$ cat src/rtl/teas_fifo.sv
// Short command queue between the front end and the search engine.
// No dependencies.
module teas_fifo #(
    parameter int WIDTH = 8,
    parameter int DEPTH = 2
) (
    input  logic             clk,
    input  logic             rst_n,
    input  logic             push,
    input  logic [WIDTH-1:0] push_data,
    input  logic             pop,
    output logic [WIDTH-1:0] head,
    output logic             full,
    output logic             empty
);

    localparam int PTR_W = (DEPTH > 1) ? $clog2(DEPTH) : 1;
    localparam int CNT_W = $clog2(DEPTH + 1);

    logic [WIDTH-1:0] slot_reg [DEPTH];
    logic [PTR_W-1:0] wr_ptr_reg, wr_ptr_next;
    logic [PTR_W-1:0] rd_ptr_reg, rd_ptr_next;
    logic [CNT_W-1:0] cnt_reg, cnt_next;
    logic             do_push, do_pop;

    assign full    = cnt_reg == CNT_W'(DEPTH);
    assign empty   = cnt_reg == '0;
    assign do_push = push && !full;
    assign do_pop  = pop && !empty;
    assign head    = slot_reg[rd_ptr_reg];

    always_comb
    begin
        wr_ptr_next = wr_ptr_reg;
        rd_ptr_next = rd_ptr_reg;
        cnt_next    = cnt_reg;
        if (do_push)
        begin
            wr_ptr_next = (wr_ptr_reg == PTR_W'(DEPTH - 1)) ? '0 : wr_ptr_reg + PTR_W'(1);
        end
        if (do_pop)
        begin
            rd_ptr_next = (rd_ptr_reg == PTR_W'(DEPTH - 1)) ? '0 : rd_ptr_reg + PTR_W'(1);
        end
        if (do_push && !do_pop)
        begin
            cnt_next = cnt_reg + CNT_W'(1);
        end
        else if (do_pop && !do_push)
        begin
            cnt_next = cnt_reg - CNT_W'(1);
        end
    end

    always_ff @(posedge clk or negedge rst_n)
    begin
        if (!rst_n)
        begin
            wr_ptr_reg <= '0;
            rd_ptr_reg <= '0;
            cnt_reg    <= '0;
        end
        else
        begin
            wr_ptr_reg <= wr_ptr_next;
            rd_ptr_reg <= rd_ptr_next;
            cnt_reg    <= cnt_next;
        end
    end

    always_ff @(posedge clk)
    begin
        if (do_push)
        begin
            slot_reg[wr_ptr_reg] <= push_data;
        end
    end

endmodule

$ cat config.mk
export PLATFORM = sky130hd
export DESIGN_NAME = teas_fifo
export DESIGN_NICKNAME = d
export VERILOG_FILES = /design/src/rtl/teas_fifo.sv
export SDC_FILE = /design/constraint.sdc
export NUM_CORES = 1
export LEC_CHECK = 0
export ABC_AREA = 1
export BUFFER_PORTS_ARGS = -buffer_cell sky130_fd_sc_hd__buf_4
export CELL_PAD_IN_SITES_DETAIL_PLACEMENT = 0
export CELL_PAD_IN_SITES_GLOBAL_PLACEMENT = 1
export CORE_MARGIN = 2
export CORE_UTILIZATION = 38
export CTS_CLUSTER_DIAMETER = 100
export DETAILED_ROUTE_END_ITERATION = 8
export GPL_TIMING_DRIVEN = 0
export HOLD_SLACK_MARGIN = 0.06
export PLACE_DENSITY = 0.78
export SYNTH_ARGS = -nofsm -noshare
export SYNTH_HDL_FRONTEND = slang
export SYNTH_SLANG_ARGS = --single-unit
$ cat constraint.sdc
create_clock -name clk -period 1.75 [get_ports clk]
set_input_delay 0.0875 -clock clk [delete_from_list [all_inputs] [get_ports clk]]
set_output_delay 0.0875 -clock clk [all_outputs]
set_load 0.005 [all_outputs]
[After elaboration in Yosys (flattened, before gate mapping)]
Memories as Yosys holds them, arrays and structs flattened.
Index checks and enable logic that the tools add are counted.
Operators by class
  add/subtract/negate cells: 4
  equality and inequality tests: 1
  mux-type cells: 6
  reduce and logical (&&, ||, !) cells: 10
Operators by type and width (count)
  logical AND 1 bit: 4
  zero test 1 bit: 4
  two-way mux 1 bit: 4
  two-way mux 2 bit: 2
  adder 1 bit, second input constant: 2
  adder 2 x 1 -> 2 bit, second input constant: 1
  equality test 2 bit, second input constant: 1
  zero test 2 bit: 1
  nonzero test 2 bit: 1
  subtractor 2 x 1 -> 2 bit, second input constant: 1
Word-level totals
  flip-flop bits (word level): 4
  memory bits (writable): 16
  input bits: 12
  output and inout port bits: 10
  logic and storage cells: 25
  memories kept: 1
Memory list
  slot_reg: depth 2, bits a word 8, rd ports 1, clocked after memory_dff 0, write ports 1, RTL line 20  | logic [WIDTH-1:0] slot_reg [DEPTH];

[Longest topological paths before layout]
  word-level depth: 7
  depth in mapped cells: 9
  gate-level depth less buffers: 9

[Least setup slack after synthesis]
OpenSTA, ideal clock, no wires.
  path type: flip-flop to flip-flop
  from: register cnt_reg[1]
  to: memory slot_reg[1][0] (enable)
  library setup time: 0.371 ns
  arrival time: 0.951 ns
  required time: 1.379 ns
  path slack: 0.428 ns
  cell stages (with the launch flop): 4
  buffers on the path: 0
  clock period less this slack: 1.322 ns
  path through: dfrtp_1 > inv_1 > o21ai_0 > nor2_1
Between the ends
  cells in the longest elaborated chain, start to end: 5
RTL lines
  from (decl): RTL line 23  | logic [CNT_W-1:0] cnt_reg, cnt_next;
  from (signal assigned): RTL line 67  | cnt_reg <= cnt_next;
  equality test 2 bit: RTL line 26  | assign full = cnt_reg == CNT_W'(DEPTH);
  zero test 1 bit: RTL line 28  | assign do_push = push && !full;
  logical AND 1 bit: RTL line 28
  two-way mux 1 bit: RTL line 73  | if (do_push)
  two-way mux 1 bit (not written as such): RTL line 75  | slot_reg[wr_ptr_reg] <= push_data;
  to (decl): RTL line 20
Every way passes these cells.

[Final worst setup path]
Same ends and word-level chain as after synthesis.

==> summary.txt <==
Outcome
  • Status: complete, no violations

Setup path
  • Crit path max fanout: 8
  • Slowest-stage cell, CP: nor2_1
  • RR Endpoint: slot_reg[1][0]$_DFFE_PP_
  • Crit end category: flop
  • FF-to-FF setup slack: 190 ps
  • Startpoint Class: flop
  • Worst-path cell chain: inv_1 > o21ai_0 > nor2_1
  • Critical path arrival: 1500 ps
  • Worst EP required: 1680 ps
  • R2R cell count: 3
  • CP max stage delay: 540 ps
  • Worst R2R Start: cnt_reg[1]$_DFFE_PN0P_
  • Setup CP Type: reg -> reg

Synthesis
  • Synth area leaders: edfxtp_1 (59%), nand2_1 (15%), dfrtp_1 (12%)
  • Syn Inst Count: 73
  • Cell variety after synth: 14
  • Sequential area share after synthesis: 71.7%
  • Synth area leader: edfxtp_1
  • Mapped Nets: 86
  • Synth top area share: 59.4%
  • Mean Syn Cell Area: 11.1 um^2
  • Mapped Area: 810 um^2
  • Seq cells post-synth: 20
  • Synth Warn #: 0

Timing
  • Setup violations, final: 0
  • Hold Vio Cnt, Final: 0
  • Worst-margin pin slew: 673 ps
  • Unrepaired setup endpoints after global routing: false
  • WHS: 115 ps
  • Clk_skew: 1.87 ps
  • Fin crit period: 1560 ps
  • Setup TNS: 0 ps
  • Relative slew slack: 55.0%
  • Achievable Freq: 640 MHz
  • Period utilisation layout: 89.3%
  • Fin. max-slew vios: 0

Clock network
  • H-Tree Depth: 1
  • CTS tree: built
  • PostCTS Resize Cnt: 0
  • Root Buffer: clkbuf_4
  • Worst-path clk slew: 110 ps
  • CTS max path bufs: 2
  • Worst-Skew Late Latency: 290 ps
  • # clock sinks: 20
  • Hold Buf Count CTS: 10
  • CTS Buf Count: 3
  • Post-CTS setup buffer count: 0

Floorplanning
  • Core Box Area: 1980 um^2
  • Die Ht: 50.2 um
  • Full die area: 2520 um^2
  • Num rows: 16
  • IO Pins: 22
  • Die Span X: 50.2 um
  • Starting Density: 40.8%

Drt
  • Number of remaining DRC errors: 0
  • Final WL: 1.32 mm
  • Pre-antenna DRT Iters: 4
  • Initial DRC Count: 13
  • Vias: 595
  • Vias/cell: 4.41
  • Final ANT Viol Nets: 0
  • DR WL/cell: 9.76 um

Global routing
  • Met1 GRT Util: 15.9%
  • Largest net degree at the start of global routing: 13
  • Grt ovf: 0
  • Initial antenna violation count: 0
  • Number of global-route vias before repair: 523
  • Met2 Use GR: 18.6%
  • Gr busiest metal: met2
  • Global Route met3 Usage: 1.79%
  • GRT Overall Usage: 11.8%
  • First-pass GRT wire length: 2.17 mm

Job
  • Max_cap viols: 0

Placement
  • Post-DP HPWL: 945 um
  • Placed Area: 1000 um^2
  • GPL Wtd Cong: 0.713
  • Port Buffers: 21
  • Dpl cells: 121

Cells and area
  • Commonest non-fill, non-tap cell in the layout: nand2_1
  • Area grow syn2layout: 42.5%
  • Non-filler cells in the finished layout: 135
  • Finished Core Util: 58.2%
  • Final instance area: 1150 um^2
  • Share of layout cells above drive strength 1: 26.9%
  • Area occupied by multi-input gates: 194 um^2
  • # fillers: 161
  • Seq. cell area: 581 um^2
  • Largest register FFs: 16
  • # diodes: 0
  • Fin nets: 122
  • Most frequent cells in the layout: nand2_1 (33), buf_4 (21), edfxtp_1 (16), dlygate4sd3_1 (10), inv_1 (7)

Pwr
  • Pwr dens: 1490 nW/um^2
  • P_leak: 0.535 nW
  • Max VDD drop: 0.849 mV

Min path
  • Hold Crit Class: in -> async
## through the flow
step / setup slack (ps) / power (mW)
2_1_floorplan: 428 / 1.07
3_3_place_gp: 149 / 1.35
3_5_place_dp: 162 / 1.36
4_1_cts: 146 / 1.74
5_1_grt: 20.9 / 1.85
6_report: 187 / 1.72
## synth_stat cells
| master | count |
|---|---|
| nand3_1 | 1 |
| nand3b_1 | 1 |
| inv_2 | 1 |
| xnor2_1 | 1 |
| dfrtp_1 | 4 |
| o21ai_0 | 2 |
| nor2_1 | 2 |
| nor2_2 | 2 |
| nand2_1 | 33 |
| ha_1 | 1 |
| nand4_1 | 1 |
| edfxtp_1 | 16 |
| inv_1 | 7 |
| buf_2 | 1 |
## layer usage
layer | wire (um) | vias up | share of wire (%)
met5 | 0 | - | 0
met4 | 13 | 0 | 0.99
met3 | 67 | 2 | 5.1
met2 | 671 | 17 | 51
met1 | 565 | 271 | 43
li1 | - | 305 | -
## area by class of cell
type,instances,area share [%]
clock inverter,1,2.60
clock buffer,3,1.95
tap,27,2.93
sequential,20,50.3
buffer,1,0.434
timing repair buffer,31,22.3
inverter,8,2.60
multi-input combinational,44,16.8
## kinds of logic (layout without fill, tap and decap cells)
group,after synthesis,after routing,share of synthesized area [%]
buffers and inverters,9,44,4.33
flip-flops,20,20,71.7
XOR/XNOR,1,1,1.08
AND/OR/NAND/NOR,40,40,20.1
AO/OA/AOI/OAI,2,2,1.24
adder cells (fa/ha/maj),1,1,1.55
## power breakdown
part           internal [mW]  switching, mW
clock                  0.231          0.130
combinational          0.298          0.338
sequential             0.661         0.0588
total                   1.19          0.527
## how the worst max path moves through the flow
| stage | slack (ps) | start | end | depth (start not counted) |
|---|---|---|---|---|
| floorplan | 430 | cnt_reg[1]$_DFFE_PN0P_ | slot_reg[1][0]$_DFFE_PP_ | 3 |
| global placement | 150 | cnt_reg[0]$_DFFE_PN0P_ | slot_reg[1][4]$_DFFE_PP_ | 2 |
| detailed placement | 160 | cnt_reg[1]$_DFFE_PN0P_ | slot_reg[1][5]$_DFFE_PP_ | 3 |
| CTS | 150 | cnt_reg[1]$_DFFE_PN0P_ | slot_reg[1][5]$_DFFE_PP_ | 3 |
| global route | 20 | cnt_reg[1]$_DFFE_PN0P_ | slot_reg[1][4]$_DFFE_PP_ | 3 |
| finish | 190 | cnt_reg[1]$_DFFE_PN0P_ | slot_reg[1][0]$_DFFE_PP_ | 3 |
## worst max-delay path: cells and delay by family, from the launching register on
family	cells	cell delay, ps
and+or+nand+nor	1	540
AOI/OAI and AO/OA	1	120
DFF	1	420
buffers and inverters	1	120
Power figures use the tool's default switching activity.
