`config.mk`:
```
export PLATFORM = sky130hd
export DESIGN_NAME = teas_front_flat
export DESIGN_NICKNAME = d
export VERILOG_FILES = /design/src/rtl/teas_pkg.sv /design/src/rtl/teas_if.sv /design/src/rtl/teas_front.sv /design/src/flat_wrapper.sv
export SDC_FILE = /design/constraint.sdc
export NUM_CORES = 1
export LEC_CHECK = 0
export BUFFER_PORTS_ARGS = -buffer_cell sky130_fd_sc_hd__buf_2
export CORE_MARGIN = 2
export CORE_UTILIZATION = 28
export DETAILED_ROUTE_END_ITERATION = 12
export PLACE_DENSITY = 0.85
export SYNTH_ARGS = -nofsm -noshare
export SYNTH_HDL_FRONTEND = slang
export SYNTH_SLANG_ARGS = --single-unit
```
`constraint.sdc`:
```
create_clock -name vclk -period 1.3
set_input_delay 0.13 -clock vclk [all_inputs]
set_output_delay 0.13 -clock vclk [all_outputs]
set_load 0.005 [all_outputs]
```
`src/rtl/teas_pkg.sv`:
```
// Shared types and constants for the triangle edge adjacency search.
// No dependencies; used by the interfaces, front end, search engine, top level and checker.
package teas_pkg;

    localparam int MAX_TRIANGLES_DEF  = 1024;
    localparam int VERTEX_ID_BITS_DEF = 16;
    localparam int QUEUE_DEPTH        = 2;

    localparam int FUNC_W  = 2;
    localparam int INDEX_W = 10;
    localparam int VTX_W   = 16;
    localparam int COUNT_W = 11;

    localparam logic [FUNC_W-1:0] FUNC_WRITE    = 2'd0;
    localparam logic [FUNC_W-1:0] FUNC_EDGE     = 2'd1;
    localparam logic [FUNC_W-1:0] FUNC_NEIGHBOR = 2'd2;

    typedef enum logic [1:0] {
        OP_ZERO,
        OP_WRITE,
        OP_EDGE,
        OP_NEIGHBOR
    } op_t;

    localparam int OP_W = $bits(op_t);

    typedef struct packed {
        logic               edge_found;
        logic [INDEX_W-1:0] found_triangle;
        logic [VTX_W-1:0]   third_vertex;
        logic               first_edge_hit;
        logic [INDEX_W-1:0] first_neighbor;
        logic               second_edge_hit;
        logic [INDEX_W-1:0] second_neighbor;
        logic               third_edge_hit;
        logic [INDEX_W-1:0] third_neighbor;
    } res_t;

endpackage

```
`src/rtl/teas_if.sv`:
```
// Valid/ready channel interfaces: input items, results and the count register write.
// Depends on teas_pkg for field widths.
interface teas_item_if;
    logic                          valid;
    logic                          ready;
    logic [teas_pkg::FUNC_W-1:0]   func;
    logic [teas_pkg::INDEX_W-1:0]  tri_index;
    logic [teas_pkg::VTX_W-1:0]    vert_a;
    logic [teas_pkg::VTX_W-1:0]    vert_b;
    logic [teas_pkg::VTX_W-1:0]    vert_c;

    modport source (output valid, func, tri_index, vert_a, vert_b, vert_c, input ready);
    modport sink   (input valid, func, tri_index, vert_a, vert_b, vert_c, output ready);
endinterface


```
`src/rtl/teas_front.sv`:
```
// Front end: accepts item beats, decodes func and range-checks the index.
// Depends on teas_pkg and teas_if; pushes packed commands into the queue.
module teas_front #(
    parameter int MAX_TRIANGLES  = teas_pkg::MAX_TRIANGLES_DEF,
    parameter int VERTEX_ID_BITS = teas_pkg::VERTEX_ID_BITS_DEF
) (
    teas_item_if.sink                                   item,
    input  logic [$clog2(MAX_TRIANGLES + 1)-1:0]        scan_len,
    input  logic                                        q_full,
    output logic                                        push,
    output logic [teas_pkg::OP_W + (MAX_TRIANGLES > 1 ? $clog2(MAX_TRIANGLES) : 1)
                  + 3 * VERTEX_ID_BITS - 1:0]           cmd
);

    localparam int IDX_W = (MAX_TRIANGLES > 1) ? $clog2(MAX_TRIANGLES) : 1;

    typedef logic [VERTEX_ID_BITS-1:0] vid_t;
    typedef logic [IDX_W-1:0]          slot_t;

    teas_pkg::op_t op;
    logic          write_ok;
    logic          nbr_ok;

    assign write_ok = 32'(item.tri_index) < 32'(MAX_TRIANGLES);
    assign nbr_ok   = 32'(item.tri_index) < 32'(scan_len);

    always_comb
    begin
        unique case (item.func)
            teas_pkg::FUNC_WRITE:    op = write_ok ? teas_pkg::OP_WRITE : teas_pkg::OP_ZERO;
            teas_pkg::FUNC_EDGE:     op = (scan_len != '0) ? teas_pkg::OP_EDGE
                                                           : teas_pkg::OP_ZERO;
            teas_pkg::FUNC_NEIGHBOR: op = nbr_ok ? teas_pkg::OP_NEIGHBOR : teas_pkg::OP_ZERO;
            default:                 op = teas_pkg::OP_ZERO;
        endcase
    end

    assign item.ready = !q_full;
    assign push       = item.valid && !q_full;
    assign cmd        = {op, slot_t'(item.tri_index), vid_t'(item.vert_a),
                         vid_t'(item.vert_b), vid_t'(item.vert_c)};

endmodule

```
`src/flat_wrapper.sv`:
```
// flat-port wrapper written by rule: the top's interface ports become plain ports
module teas_front_flat 
#(
    parameter int MAX_TRIANGLES  = teas_pkg::MAX_TRIANGLES_DEF,
    parameter int VERTEX_ID_BITS = teas_pkg::VERTEX_ID_BITS_DEF
)
  (scan_len, q_full, push, cmd, item_valid, item_func, item_tri_index, item_vert_a, item_vert_b, item_vert_c, item_ready);
  teas_item_if item_i ();
  input  logic [$clog2(MAX_TRIANGLES + 1)-1:0] scan_len;
  input  logic q_full;
  output logic push;
  output logic [teas_pkg::OP_W + (MAX_TRIANGLES > 1 ? $clog2(MAX_TRIANGLES) : 1)
                  + 3 * VERTEX_ID_BITS - 1:0] cmd;
  input wire logic [$bits(item_i.valid)-1:0] item_valid;
  input wire logic [$bits(item_i.func)-1:0] item_func;
  input wire logic [$bits(item_i.tri_index)-1:0] item_tri_index;
  input wire logic [$bits(item_i.vert_a)-1:0] item_vert_a;
  input wire logic [$bits(item_i.vert_b)-1:0] item_vert_b;
  input wire logic [$bits(item_i.vert_c)-1:0] item_vert_c;
  output wire logic [$bits(item_i.ready)-1:0] item_ready;
  assign item_i.valid = item_valid;
  assign item_i.func = item_func;
  assign item_i.tri_index = item_tri_index;
  assign item_i.vert_a = item_vert_a;
  assign item_i.vert_b = item_vert_b;
  assign item_i.vert_c = item_vert_c;
  assign item_ready = item_i.ready;
  teas_front #(.MAX_TRIANGLES(MAX_TRIANGLES), .VERTEX_ID_BITS(VERTEX_ID_BITS)) u_core (.item(item_i), .scan_len(scan_len), .q_full(q_full), .push(push), .cmd(cmd));
endmodule
```
# After elaboration in Yosys (flattened, before gate mapping)
# Cells that the tools add are included.
[totals]
elab_cells = 10
input_bits = 73
register_bits = 0
[classes]
mux = 3
reduce_logical = 4
n_eq_ne = 2
order_cmp = 1
[op_table]
columns = ["operator", "n"]
rows = [
  ["10-bit by 11-bit less-than comparator with 1-bit output", 1],
  ["11-bit nonzero test", 1],
  ["2-bit one-hot mux with 3 select lines", 1],
  ["2-bit 2-to-1 mux", 2],
  ["2-bit by 1-bit == test with 1-bit output (second input constant)", 1],
  ["2-bit == test (second input constant)", 1],
  ["2-bit zero test", 1],
  ["1-bit logical AND", 1],
  ["1-bit zero test", 1],
]

# Longest topological paths before layout
# Gate-level depths: netlist (run 1).
[depth]
ltp_word = 3
depth_mapped = 6
ltp_nobuf = 6

# Worst setup path before layout (run 1)
# Ideal clock, no wire load.
[synth_path]
path_type = "input-to-output"
startpoint = "in scan_len[8]"
endpoint = "out cmd[59] (netlist bit)"
path_buffers = 0
path_slack_ns = 0.155
cell_stages = 6
t_arrival_ns = 1.015
cell_sequence = "inv_1 ha_1 a211oi_1 or3_1 o211ai_1 o22ai_1"
[synth_rtl]
columns = ["item", "line_no", "rtl"]
rows = [
  ["start: declaration", "flat_wrapper.sv:9", "input logic [$clog2(MAX_TRIANGLES + 1)-1:0] scan_len;"],
  ["end: declaration", "flat_wrapper.sv:13", "+ 3 * VERTEX_ID_BITS - 1:0] cmd;"],
]

==> results of run 1 <==
-- cell families (layout without fill, tap and decap cells) --
kind of cell,Yosys count,in the layout,synth area share
buffers and inverters,68,56,0.642
AOI/OAI and AO/OA,12,12,0.115
and+or+nand+nor,11,11,0.0900
adders and majority gates,9,9,0.153
-- critical path, stage by stage --
cell	delay (ps)
buf_8	100
inv_4	40
ha_4	180
and4b_2	270
a21oi_2	160
o21ai_2	80
o22ai_1	170
buf_2	140
-- metal layers --
| layer | GRT usage | vias up | wire length, um |
|---|---|---|---|
| li1 | - | 246 | - |
| met1 | 0.0820 | 241 | 476 |
| met2 | 0.170 | 39 | 748 |
| met3 | 0.0281 | 26 | 201 |
| met4 | 0.0941 | 0 | 164 |
| met5 | 0 | - | 0 |
-- what timing repair did --
action	CTS	global route
setup endpoints to repair	2	2
gates resized for setup	14	16
pin swaps	10	7
buffers inserted	1	0
-- through the flow --
step	area, um2	TNS (ps)	std cells
after floorplan	737	0	100
after global placement	579	-355	117
after detailed placement	579	-387	117
after CTS	666	-184	118
after global routing	737	-301	118
final	737	-161	118
-- area by class of cell --
class | count | area, um2 | area share
multi-input cells | 32 | 355 | 0.482
well taps | 30 | 37.5 | 0.0509
repair buffers | 46 | 299 | 0.406
inverters | 10 | 45.0 | 0.0611
-- power groups by stage --
stage	registers [mW]	logic, mW	clock network [mW]
2_1_floorplan	0	0.205	0
3_3_place_gp	0	0.160	0
3_5_place_dp	0	0.165	0
4_1_cts	0	0.197	0
5_1_grt	0	0.248	0
6_report	0	0.222	0
-- synth_stat cells, drive strengths merged --
| master | n |
|---|---|
| and4 | 1 |
| o211ai | 1 |
| a31oi | 1 |
| a21o | 2 |
| o41ai | 1 |
| nor2 | 1 |
| and4b | 1 |
| nand2b | 1 |
| inv | 10 |
| ha | 9 |
| o22ai | 2 |
| nor4 | 2 |
| buf | 58 |
| nand2 | 2 |
| a211oi | 1 |
| o21ai | 2 |
| nor2b | 1 |
| nand3 | 1 |
| or3 | 1 |
| a21oi | 2 |
-- how the worst max path moves through the flow --
stage | end | slack [ps] | depth (start not counted)
5_1_grt | cmd[59] | -160 | 8
3_3_place_gp | cmd[59] | -190 | 8
6_report | cmd[59] | -100 | 8
2_1_floorplan | cmd[59] | 160 | 6
3_5_place_dp | cmd[59] | -210 | 8
4_1_cts | cmd[59] | -110 | 8
==> results_dict.tcl, run 1 <==
set metrics [dict create \
    critPathMaxFanout 3 \
    hold_end "cmd[12]" \
    mostFrequentLayoutCell "buf_2" \
    p_sw_frac 0.426 \
    avgSynthCellArea_um2 7.37 \
    design.core.area_um2 2480 \
    first_pass_iters 3 \
    drc 0 \
    final_util 0.297 \
    violations "negative setup slack" \
    worst_slew_pin_slew_ps 238 \
    grt_antenna_before_repair 0 \
    seqPwrFrac 0 \
    vias 552 \
    viasPerCell 4.68 \
    seq_area_frac_synth 0 \
    start_kind "primary input" \
    seq_cells 0 \
    max_slew_margin 0.839 \
    p_comb_frac 1.000 \
    critPathLaunch "scan_len[8]" \
    grt_pass1_wl_um 2410 \
    yosys.cell_types.count 21 \
    start_util 0.297 \
    finalSetupViolCount 2 \
    yosys.area.top_type "buf_4" \
    seqCellArea_um2 0 \
    die_y_um 55.3 \
    die_area_um2 3060 \
    clock.fmax_ghz 0.716 \
    area_growth_pct 0 \
    syn_area_um2 737 \
    grt_start_max_net_pins 4 \
    io_pins 135 \
    hold_start "item_vert_c[12]" \
    dp_hpwl_um 1330 \
    overflow 0 \
    synth_fp_nets 182 \
    rsz0062_at_grt "true" \
    synth_top_area_frac 0.591 \
    drt_iter0_markers 9 \
    period_minus_slack_ps 1400 \
    pre_cts_slack_ps -214 \
    yosysWarnings 0 \
    nClkBuffers 0 \
    min_path_cells 0 \
    ant_nets 0 \
    die_x_um 55.3 \
    holdWs_ps 260 \
    grtUsageTotal 0.0954 \
    place.gp.congestion 0.848 \
    path_class "in -> out" \
    postCtsHoldBufs 0 \
    fin_crit_sh 1.08 \
    worstHoldPathType "in -> out" \
    cp.arrival_ps 1270 \
    hold_viol 0 \
    status "complete, but fails checks" \
    io_buffers 39 \
    finalWorstSetupSlack_ps -97.6 \
    post_route_cells_drive_above_1_share 0.693 \
    fp-row-count 18 \
    grt_pass1_vias 555 \
    finalWirelength_um 1590 \
    slew_violations 0 \
    internal_power_mw 0.127 \
    switchingPower_mw 0.0947 \
    cp-end-kind "primary output" \
    crit_required_ps 1170 \
    power_mw 0.222 \
    ir_worst_vdd_uv 101 \
    pwr-share-clk 0 \
    avgRoutedWirePerCell_um 13.5 \
    power.leakage_nw 0.381 \
    cap_violations 0 \
    fill_cells 287 \
    final_cell_mix "buf_2, buf_4, inv_1" \
    synthCells 100 \
    power_density_nw_per_um2 301 \
    nNetsFinal 172 \
    diodes 0 \
    yosys-top-cells-area "buf_4, ha_1, inv_1, o41ai_2, a21o_1" \
]
(Power assumes the default switching activity.)
==> run 2: changes to the inputs <==
--- a/config.mk
+++ b/config.mk
@@ -9,7 +9,7 @@
 export CORE_MARGIN = 2
 export CORE_UTILIZATION = 28
 export DETAILED_ROUTE_END_ITERATION = 12
-export PLACE_DENSITY = 0.85
+export PLACE_DENSITY_LB_ADDON = 0.05
 export SYNTH_ARGS = -nofsm -noshare
 export SYNTH_HDL_FRONTEND = slang
 export SYNTH_SLANG_ARGS = --single-unit
==> results_dict.tcl, run 2 (same netlist as run 1, synthesis figures left out) <==
set metrics [dict create \
    ir_worst_vdd_uv 75.6 \
    hold_start "item_vert_c[15]" \
    start_util 0.297 \
    dr_wl_met3_um 198 \
    worst_slew_pin_slew_ps 224 \
    avgRoutedWirePerCell_um 12.8 \
    area_growth_pct 2.55 \
    finalWorstSetupSlack_ps -88.2 \
    violations "negative setup slack" \
    dp_hpwl_um 1270 \
    min_path_cells 0 \
    io_pins 135 \
    die_y_um 55.3 \
    critPathMaxFanout 2 \
    grt_pass1_wl_um 2440 \
    nClkBuffers 0 \
    finalWirelength_um 1500 \
    final_cell_mix "buf_2, inv_1, buf_4" \
    fp-row-count 18 \
    finalSetupViolCount 2 \
    period_minus_slack_ps 1390 \
    grtUsageTotal 0.0935 \
    die_x_um 55.3 \
    slowest_delay_ps 380 \
    first_pass_iters 4 \
    hold_viol 0 \
    ant_nets 0 \
    seqCellArea_um2 0 \
    cts_setup_buffers 0 \
    multi_input_area_um2 372 \
    path_cells "buf_8 -> inv_4 -> ha_4 -> a211oi_2 -> or3_4 -> o211ai_1 -> o22ai_1 -> buf_2" \
    grt_antenna_before_repair 0 \
    status "complete, but fails checks" \
    diodes 0 \
    grt_start_max_net_pins 4 \
    vias 520 \
    design.core.area_um2 2480 \
    mostFrequentLayoutCell "buf_2" \
    drt_iter0_markers 5 \
    drc 0 \
    wl_met2_um 841 \
    viasPerCell 4.44 \
    cap_violations 0 \
    place.gp.congestion 0.652 \
    hold_end "cmd[15]" \
    cp-end-kind "primary output" \
    post_route_cells_drive_above_1_share 0.713 \
    fill_cells 281 \
    topRoutingLayerUsed "met4" \
    cp.arrival_ps 1260 \
    nNetsFinal 171 \
    io_buffers 39 \
    power_mw 0.223 \
    holdWs_ps 260 \
    overflow 0 \
    max_slew_margin 0.849 \
    slowest_stage "or3_4" \
    fin_crit_sh 1.07 \
    seq_cells 0 \
    crit_required_ps 1170 \
    die_area_um2 3060 \
    path_class "in -> out" \
    start_kind "primary input" \
    rsz0062_at_grt "true" \
    worstHoldPathType "in -> out" \
    clock.fmax_ghz 0.720 \
    power_density_nw_per_um2 296 \
    wl_met1_um 444 \
    slew_violations 0 \
    power.leakage_nw 0.383 \
    grt_pass1_vias 532 \
]
-- run 2: layout make-up --
| class | instances | share of cell area |
|---|---|---|
| inverters | 10 | 0.0596 |
| multi-input cells | 32 | 0.492 |
| well taps | 30 | 0.0497 |
| repair buffers | 45 | 0.399 |
-- run 2: worst max path at each step --
stage	to	start	slack, ps	depth (start not counted)
after floorplan	cmd[59]	scan_len[8]	160	6
after global placement	cmd[59]	scan_len[8]	-180	7
after detailed placement	cmd[59]	scan_len[2]	-150	8
after CTS	cmd[59]	item_tri_index[9]	-70	7
after global routing	cmd[59]	scan_len[6]	-150	8
final	cmd[59]	scan_len[8]	-90	8
-- run 2: critical path, delay by kind of cell --
kind | cells | cell delay, ps
AO/OA/AOI/OAI | 3 | 240
adder cells (fa/ha/maj) | 1 | 250
buffers and inverters | 3 | 250
AND/OR/NAND/NOR | 1 | 380
-- run 2: through the flow --
stage                     area, um2   util  std cells  setup slack [ps]  setup TNS [ps]
after global routing            756  0.305        117              -149            -264
after global placement          579  0.234        117              -179            -285
after CTS                       731  0.295        117             -68.3            -115
final                           756  0.305        117             -88.2            -140
after detailed placement        579  0.234        117              -147            -271
after floorplan                 737      -        100               155               0
-- run 2: metal layers --
metal  vias to the layer above  track usage
met1                       225       0.0835
met3                         8       0.0422
met2                        42        0.189
met4                         0       0.0174
li1                        245            -
met5                         -            0
-- run 2: repair_timing --
item	CTS	global route
setup endpoints to repair	2	2
hold buffers	0	0
pin swaps	11	5
gates cloned	0	0
gates resized for setup	28	5
-- run 2: power breakdown --
part | leakage [nW] | internal, mW | switching, mW | total (mW)
sequential | 0 | 0 | 0 | 0
clock | 0 | 0 | 0 | 0
combinational | 0.383 | 0.130 | 0.0937 | 0.223
total | 0.383 | 0.130 | 0.0937 | 0.223
